<file path="config.mk">
export PLATFORM = sky130hd
export DESIGN_NAME = cjk_bigram_token_splitter
export DESIGN_NICKNAME = d
export VERILOG_FILES = /design/src/hdl/cbts_pkg.sv /design/src/hdl/cbts_front.sv /design/src/hdl/cbts_queue.sv /design/src/hdl/cbts_back.sv /design/src/hdl/cjk_bigram_token_splitter.sv
export VERILOG_INCLUDE_DIRS = /design/src /design/src/hdl
export SDC_FILE = /design/constraint.sdc
export NUM_CORES = 1
export LEC_CHECK = 0
export BUFFER_PORTS_ARGS = -buffer_cell sky130_fd_sc_hd__clkbuf_2
export CORE_ASPECT_RATIO = 0.6
export CORE_MARGIN = 3
export CORE_UTILIZATION = 62
export DETAILED_ROUTE_END_ITERATION = 16
export PLACE_DENSITY = 0.87
export SYNTH_ARGS = -nofsm -noshare
export SYNTH_HDL_FRONTEND = slang
export SYNTH_SLANG_ARGS = --single-unit
</file>
<file path="constraint.sdc">
create_clock -name clk -period 8.8 [get_ports clk]
set_input_delay 0.88 -clock clk [delete_from_list [all_inputs] [get_ports clk]]
set_output_delay 0.88 -clock clk [all_outputs]
set_load 0.05 [all_outputs]
</file>
<file path="src/hdl/cjk_bigram_token_splitter_defines.svh">
// assertion macros for the cjk bigram token splitter
// the checks use the clock clk and the active-low reset rst_n of the including module
`ifndef CJK_BIGRAM_TOKEN_SPLITTER_DEFINES_SVH
`define CJK_BIGRAM_TOKEN_SPLITTER_DEFINES_SVH

`ifndef SYNTHESIS
`define CBTS_CHECK(label, ante, cons, msg) \
    label: assert property (@(posedge clk) disable iff (!rst_n) (ante) |-> (cons)) \
        else $error(msg);
`define CBTS_CHECK_NEXT(label, ante, cons, msg) \
    label: assert property (@(posedge clk) disable iff (!rst_n) (ante) |=> (cons)) \
        else $error(msg);
`else
`define CBTS_CHECK(label, ante, cons, msg)
`define CBTS_CHECK_NEXT(label, ante, cons, msg)
`endif

`endif

</file>
<file path="src/hdl/cbts_pkg.sv">
`default_nettype none

package cbts_pkg;

    localparam int TOKEN_POS_BITS_DEFAULT = 12;
    localparam int TEXT_POS_BITS_DEFAULT  = 24;

    // result queue between front and back
    localparam int QUEUE_DEPTH    = 4;
    localparam int QUEUE_PTR_BITS = $clog2(QUEUE_DEPTH);

    typedef enum logic [1:0] {
        KIND_PLAIN   = 2'd0,
        KIND_BIGRAM  = 2'd1,
        KIND_UNIGRAM = 2'd2
    } seg_kind_t;

    typedef struct packed {
        logic full;
        logic empty;
    } qstat_t;

    // flat width of one queue record: pair flag, two segments, text offsets, flag
    function automatic int rec_width(input int tp, input int xp);
        return 2 + 2 * (2 + 2 * tp + 1) + 2 * xp;
    endfunction

    function automatic logic is_cjk(input logic [20:0] c);
        return (c >= 21'h0AC00 && c <= 21'h0D7A3) || (c >= 21'h01100 && c <= 21'h011FF)
            || (c >= 21'h03130 && c <= 21'h0318F) || (c >= 21'h0A960 && c <= 21'h0A97F)
            || (c >= 21'h0D7B0 && c <= 21'h0D7FF) || (c >= 21'h04E00 && c <= 21'h09FFF)
            || (c >= 21'h03400 && c <= 21'h04DBF) || (c >= 21'h0F900 && c <= 21'h0FAFF)
            || (c >= 21'h20000 && c <= 21'h2FA1F) || (c >= 21'h03040 && c <= 21'h0309F)
            || (c >= 21'h030A0 && c <= 21'h030FF) || (c >= 21'h031F0 && c <= 21'h031FF);
    endfunction

endpackage

`default_nettype wire

</file>
<file path="src/hdl/cbts_front.sv">
`default_nettype none

module cbts_front
    import cbts_pkg::*;
#(
    parameter int TOKEN_POS_BITS = TOKEN_POS_BITS_DEFAULT,
    parameter int TEXT_POS_BITS  = TEXT_POS_BITS_DEFAULT,
    parameter int REC_W          = rec_width(TOKEN_POS_BITS, TEXT_POS_BITS)
)
(
    input  logic                     clk,
    input  logic                     rst_n,
    input  logic                     byte_valid,
    output logic                     byte_ready,
    input  logic [7:0]               data_byte,
    input  logic                     last_of_token,
    input  logic [TEXT_POS_BITS-1:0] token_start,
    input  logic [TEXT_POS_BITS-1:0] token_end,
    input  logic                     token_flags,
    input  qstat_t                   qstat,
    output logic                     push,
    output logic [REC_W-1:0]         rec
);

    typedef logic [TOKEN_POS_BITS-1:0] pos_t;

    typedef struct packed {
        seg_kind_t kind;
        pos_t      s;
        pos_t      e;
        logic      whole;
    } seg_t;

    typedef struct packed {
        logic                     two;
        seg_t [1:0]               seg;
        logic [TEXT_POS_BITS-1:0] tstart;
        logic [TEXT_POS_BITS-1:0] tend;
        logic                     flags;
    } rec_t;

    typedef enum logic [2:0] {
        RUN_NONE  = 3'b001,
        RUN_PLAIN = 3'b010,
        RUN_CJK   = 3'b100
    } run_t;

    function automatic seg_t mk(input seg_kind_t k, input pos_t s, input pos_t e,
                                input logic w);
        seg_t r;
        r.kind  = k;
        r.s     = s;
        r.e     = e;
        r.whole = w;
        return r;
    endfunction

    pos_t        pos_reg, pos_next;
    logic [20:0] partial_reg, partial_next;
    logic [1:0]  expect_reg, expect_next;
    pos_t        cstart_reg, cstart_next;
    run_t        run_reg, run_next;
    pos_t        run_start_reg, run_start_next;
    pos_t        wfirst_reg, wfirst_next;
    pos_t        wmid_reg, wmid_next;
    logic        lone_reg, lone_next;
    logic        has_cjk_reg, has_cjk_next;

    logic        fire;
    pos_t        pos_after;
    logic [20:0] cp;
    logic [20:0] part;
    logic        done;
    logic        char_cjk;
    logic        have0, have1;
    seg_t        seg0, seg1;
    rec_t        rec_w;

    assign byte_ready = !qstat.full;
    assign fire       = byte_valid && byte_ready;
    assign pos_after  = (&pos_reg) ? pos_reg : pos_reg + 1'b1;
    assign part       = {partial_reg[14:0], data_byte[5:0]};

    always_comb
    begin
        pos_next       = pos_after;
        partial_next   = partial_reg;
        expect_next    = expect_reg;
        cstart_next    = cstart_reg;
        run_next       = run_reg;
        run_start_next = run_start_reg;
        wfirst_next    = wfirst_reg;
        wmid_next      = wmid_reg;
        lone_next      = lone_reg;
        has_cjk_next   = has_cjk_reg;
        done           = 1'b0;
        cp             = '0;
        have0          = 1'b0;
        have1          = 1'b0;
        seg0           = '0;
        seg1           = '0;

        // loose utf-8 decode
        if (expect_reg == 2'd0)
        begin
            cstart_next = pos_reg;
            if (!data_byte[7])
            begin
                cp   = {13'd0, data_byte};
                done = 1'b1;
            end
            else if ((data_byte & 8'hE0) == 8'hC0)
            begin
                partial_next = {16'd0, data_byte[4:0]};
                expect_next  = 2'd1;
            end
            else if ((data_byte & 8'hF0) == 8'hE0)
            begin
                partial_next = {17'd0, data_byte[3:0]};
                expect_next  = 2'd2;
            end
            else if ((data_byte & 8'hF8) == 8'hF0)
            begin
                partial_next = {18'd0, data_byte[2:0]};
                expect_next  = 2'd3;
            end
            else
            begin
                cp   = {13'd0, data_byte};
                done = 1'b1;
            end
        end
        else
        begin
            partial_next = part;
            expect_next  = expect_reg - 2'd1;
            if (expect_reg == 2'd1)
            begin
                cp   = part;
                done = 1'b1;
            end
        end

        char_cjk = done && is_cjk(cp);

        // one character completed, or a cut-off sequence at token end
        if (done || last_of_token)
        begin
            if (!char_cjk)
            begin
                if (run_reg == RUN_CJK && lone_reg)
                begin
                    seg0  = mk(KIND_UNIGRAM, run_start_reg, wmid_reg, 1'b0);
                    have0 = 1'b1;
                end
                if (run_reg != RUN_PLAIN)
                begin
                    run_next       = RUN_PLAIN;
                    run_start_next = cstart_next;
                end
            end
            else
            begin
                has_cjk_next = 1'b1;
                if (run_reg == RUN_CJK)
                begin
                    seg0        = mk(KIND_BIGRAM, wfirst_reg, pos_after, 1'b0);
                    have0       = 1'b1;
                    wfirst_next = wmid_reg;
                    wmid_next   = pos_after;
                    lone_next   = 1'b0;
                end
                else
                begin
                    if (run_reg == RUN_PLAIN)
                    begin
                        seg0  = mk(KIND_PLAIN, run_start_reg, cstart_next, 1'b0);
                        have0 = 1'b1;
                    end
                    run_next       = RUN_CJK;
                    run_start_next = cstart_next;
                    wfirst_next    = cstart_next;
                    wmid_next      = pos_after;
                    lone_next      = 1'b1;
                end
            end
        end

        // close the open run at token end
        if (last_of_token)
        begin
            if (run_next == RUN_PLAIN)
            begin
                if (have0)
                begin
                    seg1  = mk(KIND_PLAIN, run_start_next, pos_after, !has_cjk_next);
                    have1 = 1'b1;
                end
                else
                begin
                    seg0  = mk(KIND_PLAIN, run_start_next, pos_after, !has_cjk_next);
                    have0 = 1'b1;
                end
            end
            else if (run_next == RUN_CJK && lone_next)
            begin
                if (have0)
                begin
                    seg1  = mk(KIND_UNIGRAM, run_start_next, wmid_next, 1'b0);
                    have1 = 1'b1;
                end
                else
                begin
                    seg0  = mk(KIND_UNIGRAM, run_start_next, wmid_next, 1'b0);
                    have0 = 1'b1;
                end
            end
            pos_next       = '0;
            partial_next   = '0;
            expect_next    = '0;
            cstart_next    = '0;
            run_next       = RUN_NONE;
            run_start_next = '0;
            wfirst_next    = '0;
            wmid_next      = '0;
            lone_next      = 1'b0;
            has_cjk_next   = 1'b0;
        end
    end

    always_comb
    begin
        rec_w.two    = have1;
        rec_w.seg[0] = seg0;
        rec_w.seg[1] = seg1;
        rec_w.tstart = token_start;
        rec_w.tend   = token_end;
        rec_w.flags  = token_flags;
    end

    assign push = fire && have0;
    assign rec  = rec_w;

    always_ff @(posedge clk or negedge rst_n)
    begin
        if (!rst_n)
        begin
            pos_reg       <= '0;
            partial_reg   <= '0;
            expect_reg    <= '0;
            cstart_reg    <= '0;
            run_reg       <= RUN_NONE;
            run_start_reg <= '0;
            wfirst_reg    <= '0;
            wmid_reg      <= '0;
            lone_reg      <= 1'b0;
            has_cjk_reg   <= 1'b0;
        end
        else if (fire)
        begin
            pos_reg       <= pos_next;
            partial_reg   <= partial_next;
            expect_reg    <= expect_next;
            cstart_reg    <= cstart_next;
            run_reg       <= run_next;
            run_start_reg <= run_start_next;
            wfirst_reg    <= wfirst_next;
            wmid_reg      <= wmid_next;
            lone_reg      <= lone_next;
            has_cjk_reg   <= has_cjk_next;
        end
    end

endmodule

`default_nettype wire

</file>
<file path="src/hdl/cbts_queue.sv">
`default_nettype none

module cbts_queue
    import cbts_pkg::*;
#(
    parameter int WIDTH = rec_width(TOKEN_POS_BITS_DEFAULT, TEXT_POS_BITS_DEFAULT)
)
(
    input  logic             clk,
    input  logic             rst_n,
    input  logic             push,
    input  logic [WIDTH-1:0] wdata,
    input  logic             pop,
    output logic [WIDTH-1:0] rdata,
    output qstat_t           qstat
);

    logic [WIDTH-1:0]        mem [QUEUE_DEPTH];
    logic [QUEUE_PTR_BITS-1:0] wr_ptr_reg, rd_ptr_reg;
    logic [QUEUE_PTR_BITS:0]   count_reg, count_next;

    assign rdata       = mem[rd_ptr_reg];
    assign qstat.full  = (count_reg == QUEUE_DEPTH[QUEUE_PTR_BITS:0]);
    assign qstat.empty = (count_reg == '0);

    always_comb
    begin
        count_next = count_reg;
        if (push && !pop)
            count_next = count_reg + 1'b1;
        else if (pop && !push)
            count_next = count_reg - 1'b1;
    end

    always_ff @(posedge clk)
    begin
        if (push)
            mem[wr_ptr_reg] <= wdata;
    end

    always_ff @(posedge clk or negedge rst_n)
    begin
        if (!rst_n)
        begin
            wr_ptr_reg <= '0;
            rd_ptr_reg <= '0;
            count_reg  <= '0;
        end
        else
        begin
            if (push)
                wr_ptr_reg <= wr_ptr_reg + 1'b1;
            if (pop)
                rd_ptr_reg <= rd_ptr_reg + 1'b1;
            count_reg <= count_next;
        end
    end

endmodule

`default_nettype wire

</file>
<file path="src/hdl/cbts_back.sv">
`default_nettype none

module cbts_back
    import cbts_pkg::*;
#(
    parameter int TOKEN_POS_BITS = TOKEN_POS_BITS_DEFAULT,
    parameter int TEXT_POS_BITS  = TEXT_POS_BITS_DEFAULT,
    parameter int REC_W          = rec_width(TOKEN_POS_BITS, TEXT_POS_BITS)
)
(
    input  logic                      clk,
    input  logic                      rst_n,
    input  logic [REC_W-1:0]          rec,
    input  qstat_t                    qstat,
    output logic                      pop,
    output logic                      seg_valid,
    input  logic                      seg_ready,
    output logic [1:0]                segment_kind,
    output logic [TOKEN_POS_BITS-1:0] segment_offset,
    output logic [TOKEN_POS_BITS-1:0] segment_length,
    output logic [TEXT_POS_BITS-1:0]  text_begin,
    output logic [TEXT_POS_BITS-1:0]  text_finish,
    output logic                      passed_flags,
    output logic                      last_result
);

    typedef logic [TOKEN_POS_BITS-1:0] pos_t;
    typedef logic [TEXT_POS_BITS-1:0]  txt_t;

    typedef struct packed {
        seg_kind_t kind;
        pos_t      s;
        pos_t      e;
        logic      whole;
    } seg_t;

    typedef struct packed {
        logic       two;
        seg_t [1:0] seg;
        txt_t       tstart;
        txt_t       tend;
        logic       flags;
    } rec_t;

    function automatic txt_t clamp(input txt_t start, input txt_t stop, input pos_t pos);
        logic [TEXT_POS_BITS:0] v;
        v = {1'b0, start} + {{(TEXT_POS_BITS + 1 - TOKEN_POS_BITS){1'b0}}, pos};
        return (v > {1'b0, stop}) ? stop : v[TEXT_POS_BITS-1:0];
    endfunction

    rec_t head;
    seg_t cur;
    logic sel_reg, sel_next;
    logic load, take, final_one;

    logic      valid_reg, valid_next;
    seg_kind_t kind_reg;
    pos_t      offset_reg, length_reg;
    txt_t      begin_reg, finish_reg;
    logic      flags_reg, last_reg;

    assign head      = rec_t'(rec);
    assign cur       = head.seg[sel_reg];
    assign final_one = !head.two || sel_reg;
    assign load      = !valid_reg || seg_ready;
    assign take      = load && !qstat.empty;
    assign pop       = take && final_one;

    always_comb
    begin
        sel_next   = sel_reg;
        valid_next = valid_reg;
        if (take)
        begin
            sel_next   = !final_one;
            valid_next = 1'b1;
        end
        else if (seg_ready)
            valid_next = 1'b0;
    end

    always_ff @(posedge clk or negedge rst_n)
    begin
        if (!rst_n)
        begin
            sel_reg   <= 1'b0;
            valid_reg <= 1'b0;
        end
        else
        begin
            sel_reg   <= sel_next;
            valid_reg <= valid_next;
        end
    end

    always_ff @(posedge clk)
    begin
        if (take)
        begin
            kind_reg   <= cur.kind;
            offset_reg <= cur.s;
            length_reg <= cur.e - cur.s;
            begin_reg  <= cur.whole ? head.tstart : clamp(head.tstart, head.tend, cur.s);
            finish_reg <= cur.whole ? head.tend : clamp(head.tstart, head.tend, cur.e);
            flags_reg  <= head.flags;
            last_reg   <= final_one;
        end
    end

    assign seg_valid      = valid_reg;
    assign segment_kind   = kind_reg;
    assign segment_offset = offset_reg;
    assign segment_length = length_reg;
    assign text_begin     = begin_reg;
    assign text_finish    = finish_reg;
    assign passed_flags   = flags_reg;
    assign last_result    = last_reg;

endmodule

`default_nettype wire

</file>
<file path="src/hdl/cjk_bigram_token_splitter.sv">
// channel   | handshake              | payload
// ----------+------------------------+------------------------------------------------
// byte in   | byte_valid, byte_ready | data_byte, last_of_token, token_start,
//           |                        | token_end, token_flags
// segment   | seg_valid, seg_ready   | segment_kind, segment_offset, segment_length,
//           |                        | text_begin, text_finish, passed_flags, last_result
//
// one byte transfer per cycle while the result queue is not full; a byte that closes
// two segments hands them to the output register one after the other
// a segment closed by a byte transfer passes through the queue write, then the output
// register, and can wait in the queue while the output register is held
// output stalls fill the four-entry result queue; byte_ready drops only when it is full
// rst_n clears all token state, the queue and the output valid flag at once
`default_nettype none

`include "cjk_bigram_token_splitter_defines.svh"

module cjk_bigram_token_splitter
    import cbts_pkg::*;
#(
    parameter int TOKEN_POS_BITS = TOKEN_POS_BITS_DEFAULT,
    parameter int TEXT_POS_BITS  = TEXT_POS_BITS_DEFAULT
)
(
    input  logic                      clk,
    input  logic                      rst_n,
    // byte channel
    input  logic                      byte_valid,
    output logic                      byte_ready,
    input  logic [7:0]                data_byte,
    input  logic                      last_of_token,
    input  logic [TEXT_POS_BITS-1:0]  token_start,
    input  logic [TEXT_POS_BITS-1:0]  token_end,
    input  logic                      token_flags,
    // segment channel
    output logic                      seg_valid,
    input  logic                      seg_ready,
    output logic [1:0]                segment_kind,
    output logic [TOKEN_POS_BITS-1:0] segment_offset,
    output logic [TOKEN_POS_BITS-1:0] segment_length,
    output logic [TEXT_POS_BITS-1:0]  text_begin,
    output logic [TEXT_POS_BITS-1:0]  text_finish,
    output logic                      passed_flags,
    output logic                      last_result
);

    // one queue record carries every segment closed by a single byte
    localparam int REC_W = rec_width(TOKEN_POS_BITS, TEXT_POS_BITS);

    qstat_t           qstat;
    logic             push;
    logic             pop;
    logic [REC_W-1:0] wrec;
    logic [REC_W-1:0] rrec;

    // front: utf-8 decode, cjk classing and run tracking, one byte per cycle while the queue is not full
    cbts_front #(
        .TOKEN_POS_BITS (TOKEN_POS_BITS),
        .TEXT_POS_BITS  (TEXT_POS_BITS),
        .REC_W          (REC_W)
    ) u_front (
        .clk           (clk),
        .rst_n         (rst_n),
        .byte_valid    (byte_valid),
        .byte_ready    (byte_ready),
        .data_byte     (data_byte),
        .last_of_token (last_of_token),
        .token_start   (token_start),
        .token_end     (token_end),
        .token_flags   (token_flags),
        .qstat         (qstat),
        .push          (push),
        .rec           (wrec)
    );

    // short queue so the front keeps taking bytes while the output stalls
    cbts_queue #(
        .WIDTH (REC_W)
    ) u_queue (
        .clk   (clk),
        .rst_n (rst_n),
        .push  (push),
        .wdata (wrec),
        .pop   (pop),
        .rdata (rrec),
        .qstat (qstat)
    );

    // back: splits records into single segments, works out clamped text offsets
    cbts_back #(
        .TOKEN_POS_BITS (TOKEN_POS_BITS),
        .TEXT_POS_BITS  (TEXT_POS_BITS),
        .REC_W          (REC_W)
    ) u_back (
        .clk            (clk),
        .rst_n          (rst_n),
        .rec            (rrec),
        .qstat          (qstat),
        .pop            (pop),
        .seg_valid      (seg_valid),
        .seg_ready      (seg_ready),
        .segment_kind   (segment_kind),
        .segment_offset (segment_offset),
        .segment_length (segment_length),
        .text_begin     (text_begin),
        .text_finish    (text_finish),
        .passed_flags   (passed_flags),
        .last_result    (last_result)
    );

    // queue must never overflow or underflow
    `CBTS_CHECK(a_no_push_full, push, !qstat.full, "result queue written while full")
    `CBTS_CHECK(a_no_pop_empty, pop, !qstat.empty, "result queue read while empty")
    // nothing reaches the output without passing through the queue
    `CBTS_CHECK_NEXT(a_no_phantom, qstat.empty && !seg_valid, !seg_valid, "segment from empty queue")
    // clamped cjk segments keep their text offsets in order
    `CBTS_CHECK(a_text_order, seg_valid && (segment_kind != KIND_PLAIN), text_begin <= text_finish, "cjk segment text offsets reversed")

endmodule

`default_nettype wire
</file>
Word level (Yosys, flattened, before mapping)
Memory sizes are Yosys's and may differ from the RTL's. Cells that the tools add are included.

Memories kept: 1. Bits in writable memories: 416. Bits of input ports: 62. Output and inout bits: 78. Flip-flop bits (word level): 167. Logic and storage cells: 214.

Reductions and logical operators: 52. Eq/ne operators: 12. Muxes and demuxes: 91. $lt $le $gt $ge: 27. Add/subtract/negate cells: 9.

Memories: u_queue.mem (depth 4, width 104, read ports 1, clocked after Yosys merged registers in 0, wr ports 1, line cbts_queue.sv:18) `logic [WIDTH-1:0] mem [QUEUE_DEPTH];`.

Operator list (count): $mux 27 (15); $mux 12 (16); $ge 21x14->1 const B (5); $le 21x16->1 const B (5); $mux 21 (5); $mux 24 (4); $mux 15 (6); $ge 21x16->1 const B (4); $le 21x14->1 const B (4); $add 24x12->25 (2); $gt 25x24->1 (2); $mux 25 (2); $mux 1 (29); $ge 21x13->1 const B (1); $ge 21x15->1 const B (1); $ge 21x18->1 const B (1); $le 21x13->1 const B (1); $le 21x15->1 const B (1); $le 21x18->1 const B (1); $logic_and 1x1->1 (21); $mux 3 (7); $logic_or 1x1->1 (14); $add 12x1->12 const B (1); $eq 3x3->1 const B (4); 21 further kinds (39).

Logic depth before layout (Yosys ltp)
Gate-level depths: netlist (run 1).

Depth after elaboration: 32. Gate-level depth with buffers: 32. Depth with buffers taken out: 25.

Modules after synthesis
Synthesis (run 1) repeated with hierarchy kept, for this count alone.

Cells, all modules: 2160. Area, all modules: 29087.9 µm².

By module, submodules not included: cbts_queue (instances 1, area an instance 15388.5 µm², seq. area each 12667.1 µm², cells each 578); cbts_front (instances 1, area an instance 6857.8 µm², seq. area each 2053.2 µm², cells each 904); cbts_back (instances 1, area an instance 6841.6 µm², seq. area each 2332.2 µm², cells each 678).

Least setup slack after synthesis (run 1)
No wires, ideal clock.

Path kind: register to register. Start: reg u_queue.rd_ptr_reg[0]. End: reg u_back.finish_reg[10], in the netlist u_back.text_finish[10], data pin. Path slack: 0.969 ns. Buffers on the path: 7. Setup time: 0.260 ns. Data arrival time: 7.571 ns. Data required time: 8.540 ns. Clock period less this slack: 7.831 ns. Stages on the path, launching flop included: 33. Cell sequence: dfrtp_1 buf_4 buf_6 buf_1 clkbuf_1 buf_1 mux4_2 mux2i_1 inv_1 ha_1 fa_1 a21oi_1 nor2_1 nor2_1 nor2b_1 nor4_1 o31ai_1 o41ai_1 nor2_1 xnor2_1 ha_1 a21o_1 a21o_1 a21oi_1 a21boi_0 o21ai_0 a41oi_1 o21a_1 o22ai_1 o211a_1 clkbuf_1 buf_2 mux2_2.

Longest elaborated chain between the ends: 7.

Ends and longest elaborated chain: from (decl) (line cbts_queue.sv:19) `logic [QUEUE_PTR_BITS-1:0] wr_ptr_reg, rd_ptr_reg;`; from (signal assigned) (line cbts_queue.sv:54) `rd_ptr_reg <= rd_ptr_reg + 1'b1;`; $mem_v2 4x104 (*); $mux 27 (not written as such) (2 in series) (line cbts_back.sv:63) `assign cur = head.seg[sel_reg];`; $add 24x12->25 (line cbts_back.sv:47) `v = {1'b0, start} + {{(TEXT_POS_BITS + 1 - TOKEN_POS_BITS){1'b0}}, pos};`; $gt 25x24->1 (line cbts_back.sv:48) `return (v > {1'b0, stop}) ? stop : v[TEXT_POS_BITS-1:0];`; $mux 24 (line cbts_back.sv:48); $mux 24 (*) (line cbts_back.sv:104) `finish_reg <= cur.whole ? head.tend : clamp(head.tstart, head.tend, cur.e);`; to (signal assigned) (line cbts_back.sv:104); to (decl) (line cbts_back.sv:59) `txt_t begin_reg, finish_reg;`.

Every way passes the cells marked *; elsewhere a longest branch is shown, timed or not. The select of a mux whose other input is x is not followed. A chain may end at the register's enable or synchronous reset.

Final worst setup path (run 1)
Start: reg u_queue.rd_ptr_reg[0]. End: reg u_back.finish_reg[1], in the netlist u_back.text_finish[1], data pin.

Same word-level chain as after synthesis.

==> flow_summary.ini, run 1 <==
[layout]
drive_gt1_frac = 0.197
nets = 2226
multiInputGateArea_um2 = 10100
regMostFlops = u_queue.mem
area_growth_pct = 10.0
fillers = 2776
largest_reg_flops = 412
seqCellArea_um2 = 16900

[synth]
synth_compound_area_frac = 0.0916
synth-edff-count = 488
synth-seq-area-share = 0.612
avgSynthCellArea_um2 = 14.1
ys_ff_latch = 579
synthFlopType = edfxtp_1
async_flop_share = 0.157
yosysWarnings = 0
synth_xor_area_frac = 0.0212
synthCells = 1957
synthMuxAreaShare = 0.122
syn_area_um2 = 27700
synth_top_family_by_area = multiplexers
synth_cell_types = 88
synth_nets = 2112
yosys.area_share.simple = 0.0838
synthAdderAreaFrac = 0.0431

[sta]
slew_headroom = 0.196
hold_viol = 0
period_share = 0.912
grt_setup_unrepaired = false
report.final.slew_viol_count = 0
finClkSkew_ns = 0.0298
setup-violations-final = 0
worst_pin_slew_ns = 1.21
timing.fmax_mhz = 125
setup_tns_ns = 0
fin_crit_ns = 8.03

[die]
fp.coreArea_um2 = 43700
dieArea_um2 = 47300
rows = 59
start_util = 0.633
io_pins = 140
die_x_um = 279
chipHeight_um = 170

[setup_path]
crit_path_start_kind = flop
r2r_end = u_back.text_finish[1]
reg2reg_from = u_queue.rd_ptr_reg[0]
reg2reg_depth = 25
cp_slowest_cell = o211a_1
cp_max_fo = 27
critPathBufInv = 1
crit_required_ns = 9.14
critPathTopFamily = compound AO/OA/AOI/OAI gates
path_common_cell = nor2_1
arrival_ns = 8.37
crit_type = reg2reg
rrSetupSlack_ns = 0.77
end_kind = flop
critPathMaxStageDelay_ns = 0.98

[route]
initialDrtViolationCount = 3155
wl_met2_um = 31200
viasPerCell = 6.84
wl_met1_um = 29500
routed-via-count = 18382
avgRoutedWirePerCell_um = 26.7
finalWirelength_um = 71800
highest_layer = met4
drc = 0
dr.pass1.iters = 8
wl_met3_um = 9390
ant_nets = 0

[clocking]
clk-insertion-delay-late_ns = 0.59
cts.clk_slew.worst_paths_ns = 0.07
holdBufCountCts = 0
numCtsBuffers = 48
htreeDepth = 2
cts.repair.resized = 0
cts_tree = yes
cts_buffer_depth = 3
cts_setup_buffers = 0
clock-sinks = 579
cts_root_buf = clkbuf_16

[run]
timing.max_cap.violations = 0

[global_route]
grt_max_degree = 85
grt_pass1_wl_um = 109000
grt_pass1_vias = 18003
antenna_found_initial = 2
grt_usage = 0.302
grt-ovfl-total = 0

[worst_hold_path]
min_path_type = in2async

[placed_design]
place.gp.congestion = 0.967
dp_hpwl_um = 47800
portBuffers = 139

[run_status]
status = finished, final reports clean
-- cells by family (layout without fill, tap and decap cells) --
| logic type | after synthesis | count (layout) |
|---|---|---|
| muxes | 204 | 204 |
| other | 0 | 2 |
| AOI/OAI and AO/OA | 382 | 382 |
| DFF | 579 | 579 |
| and+or+nand+nor | 464 | 464 |
| xor gates and xnor gates | 67 | 67 |
| buffers and inverters | 168 | 319 |
| adders and majority gates | 93 | 93 |
-- through the flow --
step / setup slack, ns / instance area [µm²] / util / hold WS (ns) / instances
final: 0.770 / 30400 / 0.697 / 0.290 / 2689
after global routing: 0.504 / 30400 / 0.697 / 0.335 / 2689
after CTS: 0.971 / 30400 / 0.696 / 0.315 / 2687
after detailed placement: 1.09 / 28900 / 0.661 / 0.472 / 2600
after global placement: 1.37 / 28900 / 0.661 / 0.461 / 2600
after floorplan: 0.969 / 27700 / - / 0.449 / 1957
-- cells in the mapped netlist, types with 13 or more instances --
master | number | share of area
edfxtp_1 | 488 | 0.53
nor2_1 | 134 | 0.018
nand2_1 | 133 | 0.018
o21ai_0 | 112 | 0.020
mux4_2 | 103 | 0.084
dfrtp_1 | 90 | 0.081
ha_1 | 89 | 0.040
a21oi_1 | 88 | 0.016
inv_1 | 64 | 0.0087
mux2i_1 | 60 | 0.022
clkbuf_1 | 59 | 0.0080
xnor2_1 | 48 | 0.015
mux2_2 | 40 | 0.016
nor3_1 | 39 | 0.0071
a22o_1 | 24 | 0.0076
a21o_1 | 23 | 0.0062
nand3_1 | 20 | 0.0036
xor2_1 | 19 | 0.0060
nor2b_1 | 18 | 0.0041
buf_1 | 17 | 0.0023
and3b_1 | 14 | 0.0044
nand2b_1 | 14 | 0.0032
nand4_1 | 14 | 0.0032
a221o_1 | 13 | 0.0047
-- final cells by class --
cell class	instances	area share
inverters	67	0.00826
repair buffers	165	0.0298
flip-flops and latches	579	0.556
clock buffers	56	0.0404
multi-input cells	1210	0.331
diodes	2	0.000164
well taps	579	0.0238
clock inverters	31	0.0105
-- how the worst max path moves through the flow --
stage	startpoint	to	slack, ns	depth (start not counted)
3_5_place_dp	u_queue.rd_ptr_reg[0]	u_back.text_finish[1]	1.09	23
6_report	u_queue.rd_ptr_reg[0]	u_back.text_finish[1]	0.77	25
4_1_cts	u_queue.rd_ptr_reg[0]	u_back.text_finish[1]	0.97	23
2_1_floorplan	u_queue.rd_ptr_reg[0]	u_back.text_finish[10]	0.97	32
3_3_place_gp	u_queue.rd_ptr_reg[0]	u_back.text_finish[3]	1.37	23
5_1_grt	u_queue.rd_ptr_reg[0]	u_back.text_finish[1]	0.50	25
-- layer usage --
layer | track usage | vias to the layer above
li1 | - | 7808
met5 | 0 | -
met1 | 0.467 | 9093
met3 | 0.0773 | 151
met4 | 0.0723 | 0
met2 | 0.436 | 1330
-- cell usage in the layout, fill, tap and decap left out, drive strengths merged, types with 8 or more instances in the layout --
| cell | count |
|---|---|
| clkbuf | 194 |
| edfxtp | 488 |
| inv | 67 |
| nand2 | 133 |
| nand3 | 20 |
| clkinv | 24 |
| o21ai | 117 |
| buf | 27 |
| a21o | 23 |
| a22oi | 8 |
| mux4 | 103 |
| mux2 | 41 |
| mux2i | 60 |
| and3b | 14 |
| ha | 89 |
| o21a | 12 |
| xor2 | 19 |
| nand4 | 14 |
| nor3 | 39 |
| and3 | 8 |
| a22o | 24 |
| a211oi | 17 |
| a221o | 13 |
| o22a | 10 |
| and2 | 14 |
| xnor2 | 48 |
| o22ai | 10 |
| nor2b | 18 |
| nand2b | 15 |
| nor2 | 135 |
| dfrtp | 90 |
| nor4 | 14 |
| a21oi | 88 |
Power of run 1 is left out: the tool's default activity adds up to more than one toggle a clock period on the data nets, which glitch-free logic cannot reach.
==> run 2, diff against run 1 <==
- RECOVER_POWER: default -> 25
==> run 2 against run 1 <==
The run now ends with max-capacitance violations, max-slew violations left. Global-route usage unchanged. Register-to-register slack better by 0.05 ns. Wire length about the same. Critical path type unchanged. Flip-flop and latch count unchanged. Count of clock-buffer cells in the layout unchanged. Maximum frequency up 0.57%. Highest routed layer is now met5. Largest cell class unchanged. Utilization down 0.21 points. Sequential share of layout area up 0.17 points.
==> flow_summary.ini, run 2 (synthesized netlist as in run 1, its figures left out) <==
[die]
chipHeight_um = 170
io_pins = 140
start_util = 0.633
rows = 59
dieArea_um2 = 47300
fp.coreArea_um2 = 43700
die_x_um = 279

[sta]
finClkSkew_ns = 0.0317
report.final.slew_viol_count = 195
timing.fmax_mhz = 125
setup-violations-final = 0
fin_crit_ns = 7.98
period_share = 0.907
grt_setup_unrepaired = false
hold_viol = 0
setup_tns_ns = 0
worst_pin_slew_ns = 3.70
slew_headroom = -1.47

[layout]
largest_reg_flops = 412
layout_common_cells = edfxtp_1, nor2_1, nand2_1
final_common_cell = edfxtp_1
drive_gt1_frac = 0.168
regMostFlops = u_queue.mem
nets = 2226
area_growth_pct = 9.66
fillers = 2820

[global_route]
grt_pass1_vias = 18003
grt_pass1_wl_um = 109000
antenna_found_initial = 3
grt-ovfl-total = 0
grt_usage = 0.302
grt_max_degree = 85

[route]
drc = 0
viasPerCell = 6.86
avgRoutedWirePerCell_um = 26.7
dr.pass1.iters = 6
initialDrtViolationCount = 3283
finalWirelength_um = 71800
routed-via-count = 18439
ant_nets = 0

[placed_design]
portBuffers = 139
place.gp.congestion = 0.967
dp_hpwl_um = 47800

[clocking]
cts_setup_buffers = 0
cts.clk_slew.worst_paths_ns = 0.07
cts_buffer_depth = 3
clock-sinks = 579
cts_root_buf = clkbuf_16
clk-insertion-delay-late_ns = 0.60
numCtsBuffers = 48
cts_tree = yes
htreeDepth = 2
holdBufCountCts = 0
cts.repair.resized = 0

[setup_path]
crit_type = reg2reg
arrival_ns = 8.32
cp_max_fo = 27
critPathMaxStageDelay_ns = 0.97
end_kind = flop
reg2reg_depth = 25
crit_required_ns = 9.13
critPathBufInv = 1
reg2reg_from = u_queue.rd_ptr_reg[0]
r2r_end = u_back.text_finish[1]
cp_slowest_cell = o211a_1
cp-endpoint = u_back.text_finish[1]
critPathTopFamily = compound AO/OA/AOI/OAI gates
rrSetupSlack_ns = 0.82
crit_path_start_kind = flop
crit_cells = 25
crit_start = u_queue.rd_ptr_reg[0]
path_common_cell = nor2_1

[run_status]
status = finished, violations left
violations = max-capacitance violations, max-slew violations

[run]
timing.max_cap.violations = 4

[worst_hold_path]
min_path_type = in2reg
[run 2: area by class of cell]
class                           count  area (µm²)  share of cell area
Antenna cell                        2        5.00            0.000165
Clock buffer                       56        1230              0.0406
Clock inverter                     31         320              0.0106
Inverter                           67         251             0.00829
Multi-Input combinational cell   1210       10100               0.331
Sequential cell                   579       16900               0.558
Tap cell                          579         724              0.0239
Timing Repair Buffer              165         823              0.0271
[run 2: metrics by stage]
step / setup slack [ns] / instances / utilization / hold slack (ns) / area [µm²]
2_1_floorplan: 0.969 / 1957 / - / 0.449 / 27700
3_3_place_gp: 1.37 / 2600 / 0.661 / 0.461 / 28900
3_5_place_dp: 1.09 / 2600 / 0.661 / 0.472 / 28900
4_1_cts: 0.971 / 2687 / 0.696 / 0.315 / 30400
5_1_grt: 0.504 / 2689 / 0.694 / 0.501 / 30300
6_report: 0.816 / 2689 / 0.694 / 0.484 / 30300
[run 2: how the worst min path moves through the flow]
stage / from / end / slack [ns] / depth (start not counted)
after global routing: seg_ready / u_back.seg_valid / 0.50 / 2
after CTS: rst_n / u_queue.wr_ptr_reg[1] / 0.32 / 1
after global placement: u_front.cstart_reg[11] / u_front.cstart_reg[11] / 0.46 / 1
after floorplan: u_front.cstart_reg[11] / u_front.cstart_reg[11] / 0.45 / 1
after detailed placement: u_front.wfirst_reg[2] / u_front.wfirst_reg[2] / 0.47 / 2
final: seg_ready / u_back.seg_valid / 0.48 / 2
[run 2: metal layers]
layer	wire (µm)	part of all wire	global-route usage
met1	29500	0.41	0.467
met2	31000	0.43	0.436
met3	9580	0.13	0.0773
met4	1760	0.024	0.0723
met5	8	0.00011	0
Power of run 2 is left out for the same reason.
